## src/design/psw_pkg.sv

```systemverilog
`timescale 1ns / 1ps

package psw_pkg;

	localparam int MAX_JOBS = 16;

	localparam int BURST_W = 16;
	localparam int PRIO_W  = 8;
	localparam int ID_W    = 5;
	localparam int TIME_W  = 20;
	localparam int AVG_W   = 28;
	localparam int FRAC_W  = 8;

	localparam int IDX_W = (MAX_JOBS > 1) ? $clog2(MAX_JOBS) : 1;
	localparam int CNT_W = $clog2(MAX_JOBS + 1);

	localparam int ACC_W = (BURST_W + CNT_W > TIME_W) ? BURST_W + CNT_W : TIME_W + 1;
	localparam int SUM_W = ACC_W + CNT_W;
	localparam int DIV_W = SUM_W + FRAC_W;
	localparam int DIV_CNT_W = $clog2(DIV_W + 1);

	typedef struct packed {
		logic [IDX_W-1:0]   idx;
		logic [BURST_W-1:0] burst;
		logic [PRIO_W-1:0]  prio;
	} entry_t;

	localparam int ENTRY_W = $bits(entry_t);

	function automatic logic [TIME_W-1:0] sat_time(input logic [ACC_W-1:0] v);
		sat_time = (|v[ACC_W-1:TIME_W]) ? {TIME_W{1'b1}} : v[TIME_W-1:0];
	endfunction

	function automatic logic [AVG_W-1:0] sat_avg(input logic [DIV_W-1:0] v);
		sat_avg = (|v[DIV_W-1:AVG_W]) ? {AVG_W{1'b1}} : v[AVG_W-1:0];
	endfunction

endpackage

```

## src/design/psw_in_if.sv

```systemverilog
`timescale 1ns / 1ps

interface psw_in_if;
	logic                         valid;
	logic                         ready;
	logic [psw_pkg::BURST_W-1:0]  burst_time;
	logic [psw_pkg::PRIO_W-1:0]   priority_req;
	logic                         last_item;

	modport source(output valid, burst_time, priority_req, last_item, input ready);
	modport sink(input valid, burst_time, priority_req, last_item, output ready);
endinterface

```

## src/design/psw_out_if.sv

```systemverilog
`timescale 1ns / 1ps

interface psw_out_if;
	logic                         valid;
	logic                         ready;
	logic [psw_pkg::ID_W-1:0]     job_id;
	logic [psw_pkg::BURST_W-1:0]  job_burst;
	logic [psw_pkg::PRIO_W-1:0]   job_priority;
	logic [psw_pkg::TIME_W-1:0]   waiting_time;
	logic [psw_pkg::TIME_W-1:0]   turnaround_time;
	logic [psw_pkg::AVG_W-1:0]    avg_waiting_fx;
	logic [psw_pkg::AVG_W-1:0]    avg_turnaround_fx;
	logic                         last_result;

	modport source(output valid, job_id, job_burst, job_priority, waiting_time,
		turnaround_time, avg_waiting_fx, avg_turnaround_fx, last_result, input ready);
	modport sink(input valid, job_id, job_burst, job_priority, waiting_time,
		turnaround_time, avg_waiting_fx, avg_turnaround_fx, last_result, output ready);
endinterface

```

## src/design/psw_ram.sv

```systemverilog
`timescale 1ns / 1ps

module psw_ram #(
	parameter int WIDTH = 8,
	parameter int DEPTH = 16
) (
	input  logic                     clk,
	input  logic                     we,
	input  logic [$clog2(DEPTH)-1:0] waddr,
	input  logic [WIDTH-1:0]         wdata,
	input  logic                     re,
	input  logic [$clog2(DEPTH)-1:0] raddr,
	output logic [WIDTH-1:0]         rdata
);

	logic [WIDTH-1:0] mem [DEPTH];

	always_ff @(posedge clk) begin
		if (we) begin
			mem[waddr] <= wdata;
		end
		if (re) begin
			rdata <= mem[raddr];
		end
	end

endmodule

```

## src/design/psw_div.sv

```systemverilog
`timescale 1ns / 1ps

module psw_div (
	input  logic                         clk,
	input  logic                         arst_n,
	input  logic                         start,
	input  logic [psw_pkg::DIV_W-1:0]    dividend,
	input  logic [psw_pkg::CNT_W-1:0]    divisor,
	output logic                         done,
	output logic [psw_pkg::DIV_W-1:0]    quotient
);

	logic [psw_pkg::DIV_W-1:0]     quo_q;
	logic [psw_pkg::CNT_W-1:0]     rem_q;
	logic [psw_pkg::CNT_W-1:0]     dsr_q;
	logic [psw_pkg::DIV_CNT_W-1:0] cnt_q;
	logic                          busy_q;
	logic                          done_q;
	logic [psw_pkg::CNT_W:0]       trial;
	logic                          fits;

	// restoring division, one quotient bit per cycle
	assign trial = {rem_q, quo_q[psw_pkg::DIV_W-1]};
	assign fits  = trial >= {1'b0, dsr_q};

	always_ff @(posedge clk or negedge arst_n) begin
		if (!arst_n) begin
			busy_q <= 1'b0;
			done_q <= 1'b0;
			cnt_q  <= '0;
		end else if (start) begin
			busy_q <= 1'b1;
			done_q <= 1'b0;
			cnt_q  <= psw_pkg::DIV_CNT_W'(psw_pkg::DIV_W);
		end else if (busy_q) begin
			cnt_q <= cnt_q - psw_pkg::DIV_CNT_W'(1);
			if (cnt_q == psw_pkg::DIV_CNT_W'(1)) begin
				busy_q <= 1'b0;
				done_q <= 1'b1;
			end
		end
	end

	always_ff @(posedge clk) begin
		if (start) begin
			quo_q <= dividend;
			rem_q <= '0;
			dsr_q <= divisor;
		end else if (busy_q) begin
			quo_q <= {quo_q[psw_pkg::DIV_W-2:0], fits};
			rem_q <= fits ? psw_pkg::CNT_W'(trial - {1'b0, dsr_q}) : trial[psw_pkg::CNT_W-1:0];
		end
	end

	assign done     = done_q;
	assign quotient = quo_q;

endmodule

```

## src/design/priority_schedule_wait_times_unit.sv

```systemverilog
`timescale 1ns / 1ps

// channel   dir  payload                                              beat on
// job_in    in   burst_time, priority_req, last_item                  valid & ready
// sched_out out  job_id, job_burst, job_priority, waiting_time,       valid & ready
//                turnaround_time, avg_waiting_fx, avg_turnaround_fx,
//                last_result
//
// one job table ram, kept sorted by priority (stable insertion as jobs arrive)
// a job steps through S_INS (read the entry below its slot) and S_CMP (move that
// entry up if its priority is larger) until its slot is found, and is written there
// emission reads the ram once per result (S_ERD, then S_ECAL); the last one
// waits in S_DIV for the serial average dividers
// arst_n clears the control state; ram content is only read after being written
// sched_out stalls hold the emission sweep; job_in is refused until a batch is out

module priority_schedule_wait_times_unit (
	input  logic              clk,
	input  logic              arst_n,
	psw_in_if.sink            job_in,
	psw_out_if.source         sched_out
);

	localparam logic [2:0] S_LOAD = 3'd0;
	localparam logic [2:0] S_INS  = 3'd1;
	localparam logic [2:0] S_CMP  = 3'd2;
	localparam logic [2:0] S_ERD  = 3'd3;
	localparam logic [2:0] S_ECAL = 3'd4;
	localparam logic [2:0] S_DIV  = 3'd5;

	logic [2:0]                      state_q;
	logic [psw_pkg::IDX_W-1:0]       count_q;
	logic [psw_pkg::IDX_W-1:0]       j_q;
	logic [psw_pkg::IDX_W-1:0]       i_q;
	logic [psw_pkg::CNT_W-1:0]       n_q;
	logic                            last_q;
	psw_pkg::entry_t                 new_q;
	logic [psw_pkg::ACC_W-1:0]       wait_q;
	logic [psw_pkg::SUM_W-1:0]       sum_w_q;
	logic [psw_pkg::SUM_W-1:0]       sum_t_q;

	logic                            ram_we;
	logic                            ram_re;
	logic [psw_pkg::IDX_W-1:0]       ram_waddr;
	logic [psw_pkg::IDX_W-1:0]       ram_raddr;
	psw_pkg::entry_t                 ram_wdata;
	psw_pkg::entry_t                 rd;
	logic [psw_pkg::ENTRY_W-1:0]     rd_bits;

	logic                            in_beat;
	logic                            out_free;
	logic                            out_load;
	logic                            shift;
	logic                            at_last;
	logic [psw_pkg::ACC_W-1:0]       tat_c;
	logic [psw_pkg::SUM_W-1:0]       sum_w_nx;
	logic [psw_pkg::SUM_W-1:0]       sum_t_nx;
	logic [psw_pkg::ID_W-1:0]        id_c;

	logic                            div_start;
	logic                            dw_done;
	logic                            dt_done;
	logic [psw_pkg::DIV_W-1:0]       dw_quo;
	logic [psw_pkg::DIV_W-1:0]       dt_quo;

	logic                            out_valid_q;

	assign rd       = psw_pkg::entry_t'(rd_bits);
	assign in_beat  = job_in.valid & job_in.ready;
	assign out_free = !out_valid_q || sched_out.ready;
	assign shift    = (state_q == S_CMP) && (rd.prio > new_q.prio);
	assign at_last  = {1'b0, i_q} == (n_q - psw_pkg::CNT_W'(1));
	assign out_load = ((state_q == S_ECAL) && !at_last && out_free)
		|| ((state_q == S_DIV) && dw_done && dt_done && out_free);

	assign tat_c    = wait_q + psw_pkg::ACC_W'(rd.burst);
	assign sum_w_nx = sum_w_q + psw_pkg::SUM_W'(wait_q);
	assign sum_t_nx = sum_t_q + psw_pkg::SUM_W'(tat_c);
	assign id_c     = psw_pkg::ID_W'(psw_pkg::CNT_W'(rd.idx) + psw_pkg::CNT_W'(1));

	assign div_start = (state_q == S_ECAL) && at_last;

	always_comb begin
		ram_we    = ((state_q == S_INS) && (j_q == '0)) || (state_q == S_CMP);
		ram_waddr = j_q;
		ram_wdata = shift ? rd : new_q;
		ram_re    = ((state_q == S_INS) && (j_q != '0)) || (state_q == S_ERD);
		ram_raddr = (state_q == S_ERD) ? i_q : j_q - psw_pkg::IDX_W'(1);
	end

	psw_ram #(
		.WIDTH(psw_pkg::ENTRY_W),
		.DEPTH(psw_pkg::MAX_JOBS)
	) u_table (
		.clk   (clk),
		.we    (ram_we),
		.waddr (ram_waddr),
		.wdata (ram_wdata),
		.re    (ram_re),
		.raddr (ram_raddr),
		.rdata (rd_bits)
	);

	psw_div u_div_wait (
		.clk      (clk),
		.arst_n   (arst_n),
		.start    (div_start),
		.dividend ({sum_w_nx, {psw_pkg::FRAC_W{1'b0}}}),
		.divisor  (n_q),
		.done     (dw_done),
		.quotient (dw_quo)
	);

	psw_div u_div_tat (
		.clk      (clk),
		.arst_n   (arst_n),
		.start    (div_start),
		.dividend ({sum_t_nx, {psw_pkg::FRAC_W{1'b0}}}),
		.divisor  (n_q),
		.done     (dt_done),
		.quotient (dt_quo)
	);

	assign job_in.ready = (state_q == S_LOAD);

	always_ff @(posedge clk or negedge arst_n) begin
		if (!arst_n) begin
			state_q     <= S_LOAD;
			count_q     <= '0;
			out_valid_q <= 1'b0;
		end else begin
			if (out_load) begin
				out_valid_q <= 1'b1;
			end else if (sched_out.ready) begin
				out_valid_q <= 1'b0;
			end
			case (state_q)
				S_LOAD: begin
					if (in_beat) begin
						state_q <= S_INS;
					end
				end
				S_INS: begin
					if (j_q == '0) begin
						if (last_q) begin
							count_q <= '0;
							state_q <= S_ERD;
						end else begin
							count_q <= count_q + psw_pkg::IDX_W'(1);
							state_q <= S_LOAD;
						end
					end else begin
						state_q <= S_CMP;
					end
				end
				S_CMP: begin
					if (shift) begin
						state_q <= S_INS;
					end else if (last_q) begin
						count_q <= '0;
						state_q <= S_ERD;
					end else begin
						count_q <= count_q + psw_pkg::IDX_W'(1);
						state_q <= S_LOAD;
					end
				end
				S_ERD: begin
					state_q <= S_ECAL;
				end
				S_ECAL: begin
					if (at_last) begin
						state_q <= S_DIV;
					end else if (out_free) begin
						state_q <= S_ERD;
					end
				end
				S_DIV: begin
					if (dw_done && dt_done && out_free) begin
						state_q <= S_LOAD;
					end
				end
				default: begin
					state_q <= S_LOAD;
				end
			endcase
		end
	end

	always_ff @(posedge clk) begin
		if (in_beat) begin
			new_q.idx   <= count_q;
			new_q.burst <= job_in.burst_time;
			new_q.prio  <= job_in.priority_req;
			last_q      <= job_in.last_item
				|| (count_q == psw_pkg::IDX_W'(psw_pkg::MAX_JOBS - 1));
			j_q         <= count_q;
			n_q         <= psw_pkg::CNT_W'(count_q) + psw_pkg::CNT_W'(1);
			i_q         <= '0;
			wait_q      <= '0;
			sum_w_q     <= '0;
			sum_t_q     <= '0;
		end
		if (shift) begin
			j_q <= j_q - psw_pkg::IDX_W'(1);
		end
		if ((state_q == S_ECAL) && !at_last && out_free) begin
			wait_q  <= tat_c;
			sum_w_q <= sum_w_nx;
			sum_t_q <= sum_t_nx;
			i_q     <= i_q + psw_pkg::IDX_W'(1);
			sched_out.job_id            <= id_c;
			sched_out.job_burst         <= rd.burst;
			sched_out.job_priority      <= rd.prio;
			sched_out.waiting_time      <= psw_pkg::sat_time(wait_q);
			sched_out.turnaround_time   <= psw_pkg::sat_time(tat_c);
			sched_out.avg_waiting_fx    <= '0;
			sched_out.avg_turnaround_fx <= '0;
			sched_out.last_result       <= 1'b0;
		end
		if ((state_q == S_DIV) && dw_done && dt_done && out_free) begin
			sched_out.job_id            <= id_c;
			sched_out.job_burst         <= rd.burst;
			sched_out.job_priority      <= rd.prio;
			sched_out.waiting_time      <= psw_pkg::sat_time(wait_q);
			sched_out.turnaround_time   <= psw_pkg::sat_time(tat_c);
			sched_out.avg_waiting_fx    <= psw_pkg::sat_avg(dw_quo);
			sched_out.avg_turnaround_fx <= psw_pkg::sat_avg(dt_quo);
			sched_out.last_result       <= 1'b1;
		end
	end

	assign sched_out.valid = out_valid_q;

	a_no_back_to_back_load: assert property (@(posedge clk) disable iff (!arst_n)
		in_beat |=> !job_in.ready)
		else $error("job accepted while previous insertion pending");

	a_avg_only_on_last: assert property (@(posedge clk) disable iff (!arst_n)
		(sched_out.valid && !sched_out.last_result)
		|-> (sched_out.avg_waiting_fx == '0 && sched_out.avg_turnaround_fx == '0))
		else $error("average shown on a non-final result");

	a_tat_not_below_wait: assert property (@(posedge clk) disable iff (!arst_n)
		sched_out.valid |-> (sched_out.turnaround_time >= sched_out.waiting_time))
		else $error("turnaround below waiting time");

	a_no_load_during_emit: assert property (@(posedge clk) disable iff (!arst_n)
		(state_q == S_DIV || state_q == S_ECAL || state_q == S_ERD) |-> (count_q == '0))
		else $error("job count not cleared for emission");

endmodule

```

## src/flat_wrapper.sv

```systemverilog
// flat-port wrapper written by rule: the top's interface ports become plain ports
module priority_schedule_wait_times_unit_flat 
  (clk, arst_n, job_in_valid, job_in_burst_time, job_in_priority_req, job_in_last_item, job_in_ready, sched_out_valid, sched_out_job_id, sched_out_job_burst, sched_out_job_priority, sched_out_waiting_time, sched_out_turnaround_time, sched_out_avg_waiting_fx, sched_out_avg_turnaround_fx, sched_out_last_result, sched_out_ready);
  psw_in_if job_in_i ();
  psw_out_if sched_out_i ();
  input  logic clk;
  input  logic arst_n;
  input wire logic [$bits(job_in_i.valid)-1:0] job_in_valid;
  input wire logic [$bits(job_in_i.burst_time)-1:0] job_in_burst_time;
  input wire logic [$bits(job_in_i.priority_req)-1:0] job_in_priority_req;
  input wire logic [$bits(job_in_i.last_item)-1:0] job_in_last_item;
  output wire logic [$bits(job_in_i.ready)-1:0] job_in_ready;
  output wire logic [$bits(sched_out_i.valid)-1:0] sched_out_valid;
  output wire logic [$bits(sched_out_i.job_id)-1:0] sched_out_job_id;
  output wire logic [$bits(sched_out_i.job_burst)-1:0] sched_out_job_burst;
  output wire logic [$bits(sched_out_i.job_priority)-1:0] sched_out_job_priority;
  output wire logic [$bits(sched_out_i.waiting_time)-1:0] sched_out_waiting_time;
  output wire logic [$bits(sched_out_i.turnaround_time)-1:0] sched_out_turnaround_time;
  output wire logic [$bits(sched_out_i.avg_waiting_fx)-1:0] sched_out_avg_waiting_fx;
  output wire logic [$bits(sched_out_i.avg_turnaround_fx)-1:0] sched_out_avg_turnaround_fx;
  output wire logic [$bits(sched_out_i.last_result)-1:0] sched_out_last_result;
  input wire logic [$bits(sched_out_i.ready)-1:0] sched_out_ready;
  assign job_in_i.valid = job_in_valid;
  assign job_in_i.burst_time = job_in_burst_time;
  assign job_in_i.priority_req = job_in_priority_req;
  assign job_in_i.last_item = job_in_last_item;
  assign job_in_ready = job_in_i.ready;
  assign sched_out_valid = sched_out_i.valid;
  assign sched_out_job_id = sched_out_i.job_id;
  assign sched_out_job_burst = sched_out_i.job_burst;
  assign sched_out_job_priority = sched_out_i.job_priority;
  assign sched_out_waiting_time = sched_out_i.waiting_time;
  assign sched_out_turnaround_time = sched_out_i.turnaround_time;
  assign sched_out_avg_waiting_fx = sched_out_i.avg_waiting_fx;
  assign sched_out_avg_turnaround_fx = sched_out_i.avg_turnaround_fx;
  assign sched_out_last_result = sched_out_i.last_result;
  assign sched_out_i.ready = sched_out_ready;
  priority_schedule_wait_times_unit u_core (.clk(clk), .arst_n(arst_n), .job_in(job_in_i), .sched_out(sched_out_i));
endmodule
```

## config.mk

```make
export PLATFORM = sky130hd
export DESIGN_NAME = priority_schedule_wait_times_unit_flat
export DESIGN_NICKNAME = d
export VERILOG_FILES = /design/src/design/psw_pkg.sv /design/src/design/psw_in_if.sv /design/src/design/psw_out_if.sv /design/src/design/psw_ram.sv /design/src/design/psw_div.sv /design/src/design/priority_schedule_wait_times_unit.sv /design/src/flat_wrapper.sv
export SDC_FILE = /design/constraint.sdc
export NUM_CORES = 1
export LEC_CHECK = 0
export ABC_AREA = 1
export ABC_CLOCK_PERIOD_IN_PS = 6350
export BUFFER_PORTS_ARGS = -buffer_cell sky130_fd_sc_hd__buf_2
export CAP_MARGIN = 20
export CELL_PAD_IN_SITES_DETAIL_PLACEMENT = 1
export CELL_PAD_IN_SITES_GLOBAL_PLACEMENT = 1
export CORE_MARGIN = 2
export CORE_UTILIZATION = 30
export CTS_CLUSTER_DIAMETER = 100
export CTS_CLUSTER_SIZE = 40
export DETAILED_ROUTE_END_ITERATION = 8
export GPL_TIMING_DRIVEN = 1
export PLACE_DENSITY_LB_ADDON = 0.2
export SETUP_SLACK_MARGIN = 0.4
export SYNTH_ARGS = -nofsm -noshare
export SYNTH_HDL_FRONTEND = slang
export SYNTH_SLANG_ARGS = --single-unit
```

## constraint.sdc

```tcl
create_clock -name clk -period 6.35 [get_ports clk]
set_input_delay 0.3175 -clock clk [delete_from_list [all_inputs] [get_ports clk]]
set_output_delay 0.3175 -clock clk [all_outputs]
set_load 0.01 [all_outputs]
```

==> run_results.csv <==
group,metric,value,unit
floorplanning,fp.dieArea,130000,um2
power_and_ir_drop,power_leakage,17.5,nW
timing,rsz0062_at_grt,"no",
timing,finalCritPeriodShare,64.6,%
place,dp.cells,5459,
worst_setup_path,r2r_slack,2250,ps
cts,clockBufferDepth,3,
finish,area_delta_synth_final,11.7,%
cts,clock-sinks,824,
timing,timing.final.ws_setup,2250,ps
finish,layout.nets,3998,
worst_setup_path,arrival,4500,ps
power_and_ir_drop,peakVddDrop,0.462,mV
synth,synth.distinct_cells,36,
detailed_routing,drtAntennaViolNets,0,
floorplanning,io_pins,157,
timing,fin_setup_tns,0,ps
cts,tritoncts,"yes",
synth,syn_area,38200,um2
cts,post_cts_buffers,0,
worst_hold_path,hold_depth,4,
cts,clk_pin_slew,140,ps
synth,synth-seq-area-share,63.8,%
worst_setup_path,path_max_fanout,5,
worst_setup_path,worstSetupStartpoint,"u_core.u_table.rdata[8]",
finish,fin_cells,5549,
worst_hold_path,whs_endpoint,"u_core.sched_out.valid",
floorplanning,initial_utilization,30.3,%
timing,worst_slew_pin_slew,1050,ps
worst_setup_path,r2r_start,"u_core.u_table.rdata[8]",
worst_setup_path,required,6750,ps
synth,ys_ff_latch,824,
finish,mostFrequentLayoutCell,"nand2_1",
finish,fin_util,33.8,%
cts,ctsResizeCount,0,
synth,synth_top_family_by_area,"simple AND/OR/NAND/NOR gates",
detailed_routing,via_per_inst,4.77,
detailed_routing,drt_iter0_drc,1897,
cts,worstSkewPairLatency,660,ps
finish,layout-drive-gt1-share,8.52,%
synth,synthMuxAreaShare,0,%
cts,htree_levels,2,
place,dp_slack,2230,ps
synth,syn_inst,3741,
worst_hold_path,min-delay-path-class,"in2reg",
global_routing,grt_first_pass_wirelength,175000,um
worst_setup_path,start_kind,"flop",
timing,maxSlewHeadroom,29.8,%
synth,synthAdderAreaFrac,3.18,%
cts,cts-root-buf,"clkbuf_16",
global_routing,grt_pass1_vias,26900,
global_routing,track_usage,17.7,%
finish,layout_common_cells,"nand2_1, edfxtp_1, inv_1, nand3_1, nor2_1",
run_status,status,"finished, final reports clean",
place,place_hpwl,74300,um
detailed_routing,drt-total-wl,116000,um
synth,syn_avg_cell_area,10.2,um2
global_routing,grt-ovfl-total,0,
place,io_buffer_count,156,
place,place_congestion,0.837,
worst_setup_path,worstSetupPathType,"reg2reg",
detailed_routing,wl_per_cell,20.9,um
floorplanning,die_y,361,um
synth,synth-xor-area-share,1.31,%
synth,synthSimpleGateAreaFrac,18.7,%
timing,hold_viol_final,0,
floorplanning,core-area,126000,um2
cts,numCtsBuffers,35,
worst_hold_path,hp-start,"sched_out_ready",
flow_run,cap_violations,0,
synth,synth_compound_area_share,6.01,%
timing,skew,55.1,ps
global_routing,grt_max_degree,113,
timing,setup_viol,0,
synth,synthesis.nets,3864,
synth,yosys_warnings,0,
global_routing,antenna_found_initial,4,
detailed_routing,drc,0,
timing,fmax,244,MHz
detailed_routing,drt_first_pass_iters,5,
timing,fin_crit,4100,ps
worst_setup_path,reg2reg_to,"u_core.sum_t_q[22]",
power_and_ir_drop,p_per_area,551,nW/um2
floorplanning,die_w,361,um
timing,maxSlewViolCount,0,
floorplanning,num_rows,130,
worst_setup_path,ff2ff_path_depth,20,
worst_setup_path,critPathCaptureType,"flop",
detailed_routing,vias,26500,
==> report_power, final <==
group          leakage, nW  total, mW  switching [mW]  internal, mW
sequential            7.63       8.15           0.616          7.54
clock                0.638       3.24            2.03          1.21
combinational         9.20       12.1            8.66          3.47
total                 17.5       23.5            11.3          12.2
==> logic make-up after synthesis <==
| kind of cell | count (synthesis) |
|---|---|
| flip-flops | 824 |
| XOR/XNOR | 57 |
| AND/OR/NAND/NOR | 1718 |
| adder cells (fa/ha/maj) | 94 |
| AO/OA/AOI/OAI | 370 |
| buffers and inverters | 678 |
==> synth_stat cells <==
cell type	n	area, um2
nor3_1	13	65.1
inv_2	5	18.8
clkbuf_2	1	5.00
inv_1	525	1970
nand3_1	347	1740
or2_2	21	131
o21ai_2	1	8.76
buf_1	12	45.0
buf_2	101	505
nor4_1	2	12.5
ha_1	89	1110
o21ai_1	22	110
nand3_4	1	17.5
nor2_4	2	22.5
clkinv_1	1	3.75
o21a_1	1	7.51
a21oi_1	126	631
buf_4	4	30.0
a21o_1	1	7.51
fa_1	5	100
dfxtp_1	27	541
o21ai_0	43	215
nor2b_1	8	50.1
nand4_1	32	200
xnor2_1	23	201
a31oi_1	3	18.8
edfxtp_1	773	23200
clkbuf_1	29	109
and2_1	10	62.6
nand3b_1	8	60.1
xor2_1	34	298
a21boi_0	1	7.51
nor2_1	201	754
nand2_1	1073	4030
o211ai_1	172	1290
dfrtp_1	24	601
==> final cells by class <==
cell class	instances	area (um2)
antenna	1	2.50
clock buffer	37	926
clock inverter	23	430
fill	14200	83400
inverter	531	2000
multi-input combinational	2239	11300
sequential	824	24400
tap	1650	2060
timing repair buffer	244	1570
==> what timing repair did <==
| item | in CTS | in global routing |
|---|---|---|
| hold endpoints to repair | 50 | 0 |
| endpoints found under the setup margin | 0 | 0 |
| hold buffers | 27 | 0 |
==> worst max-delay path: stages, from the launching register on <==
cell	delay [ps]
edfxtp_1	430
ha_1	240
inv_1	70
fa_1	400
o21ai_1	280
nand2_1	140
nand2_1	160
nand2_1	70
nand2_1	180
xor2_1	310
inv_1	80
ha_1	380
nand2_1	120
nor2_1	180
inv_1	90
nor3_1	230
nand3_1	200
nand3_1	120
nand2_1	70
nand2_1	60
nor2_1	40
==> worst max path at each step <==
stage / depth (start not counted) / to
2_1_floorplan: 9 / u_core.sched_out.avg_turnaround_fx[0]
6_report: 20 / u_core.sum_t_q[22]
4_1_cts: 20 / u_core.u_div_tat.quotient[30]
3_3_place_gp: 20 / u_core.u_div_tat.quotient[30]
5_1_grt: 20 / u_core.u_div_tat.quotient[30]
3_5_place_dp: 20 / u_core.sum_t_q[22]
==> per-stage QoR <==
step	cell area, um2	hold slack [ps]	power, mW
6_report	42700	73.0	23.5
5_1_grt	42700	63.1	25.5
4_1_cts	42600	34.7	23.9
3_5_place_dp	41000	374	20.6
3_3_place_gp	41000	371	20.5
2_1_floorplan	38200	21.9	16.2
==> sequential cells by signal (all words and copies together) (netlist names), 20 cells and up <==
name / flops
u_core.u_table.mem: 448
u_core.u_div_tat.quotient: 34
u_core.u_div_wait.quotient: 34
u_core.new_q: 28
u_core.sched_out.avg_turnaround_fx: 28
u_core.sched_out.avg_waiting_fx: 28
u_core.u_table.rdata: 28
u_core.sum_t_q: 26
u_core.sum_w_q: 26
u_core.wait_q: 21
u_core.sched_out.turnaround_time: 20
u_core.sched_out.waiting_time: 20
==> metal layers <==
layer / GRT usage [%] / share of wire, %
met4: 3.03 / 1.5
met3: 1.66 / 2.6
met5: 0 / 0
met2: 30.8 / 49
met1: 24.3 / 47
(Power assumes the default switching activity.)
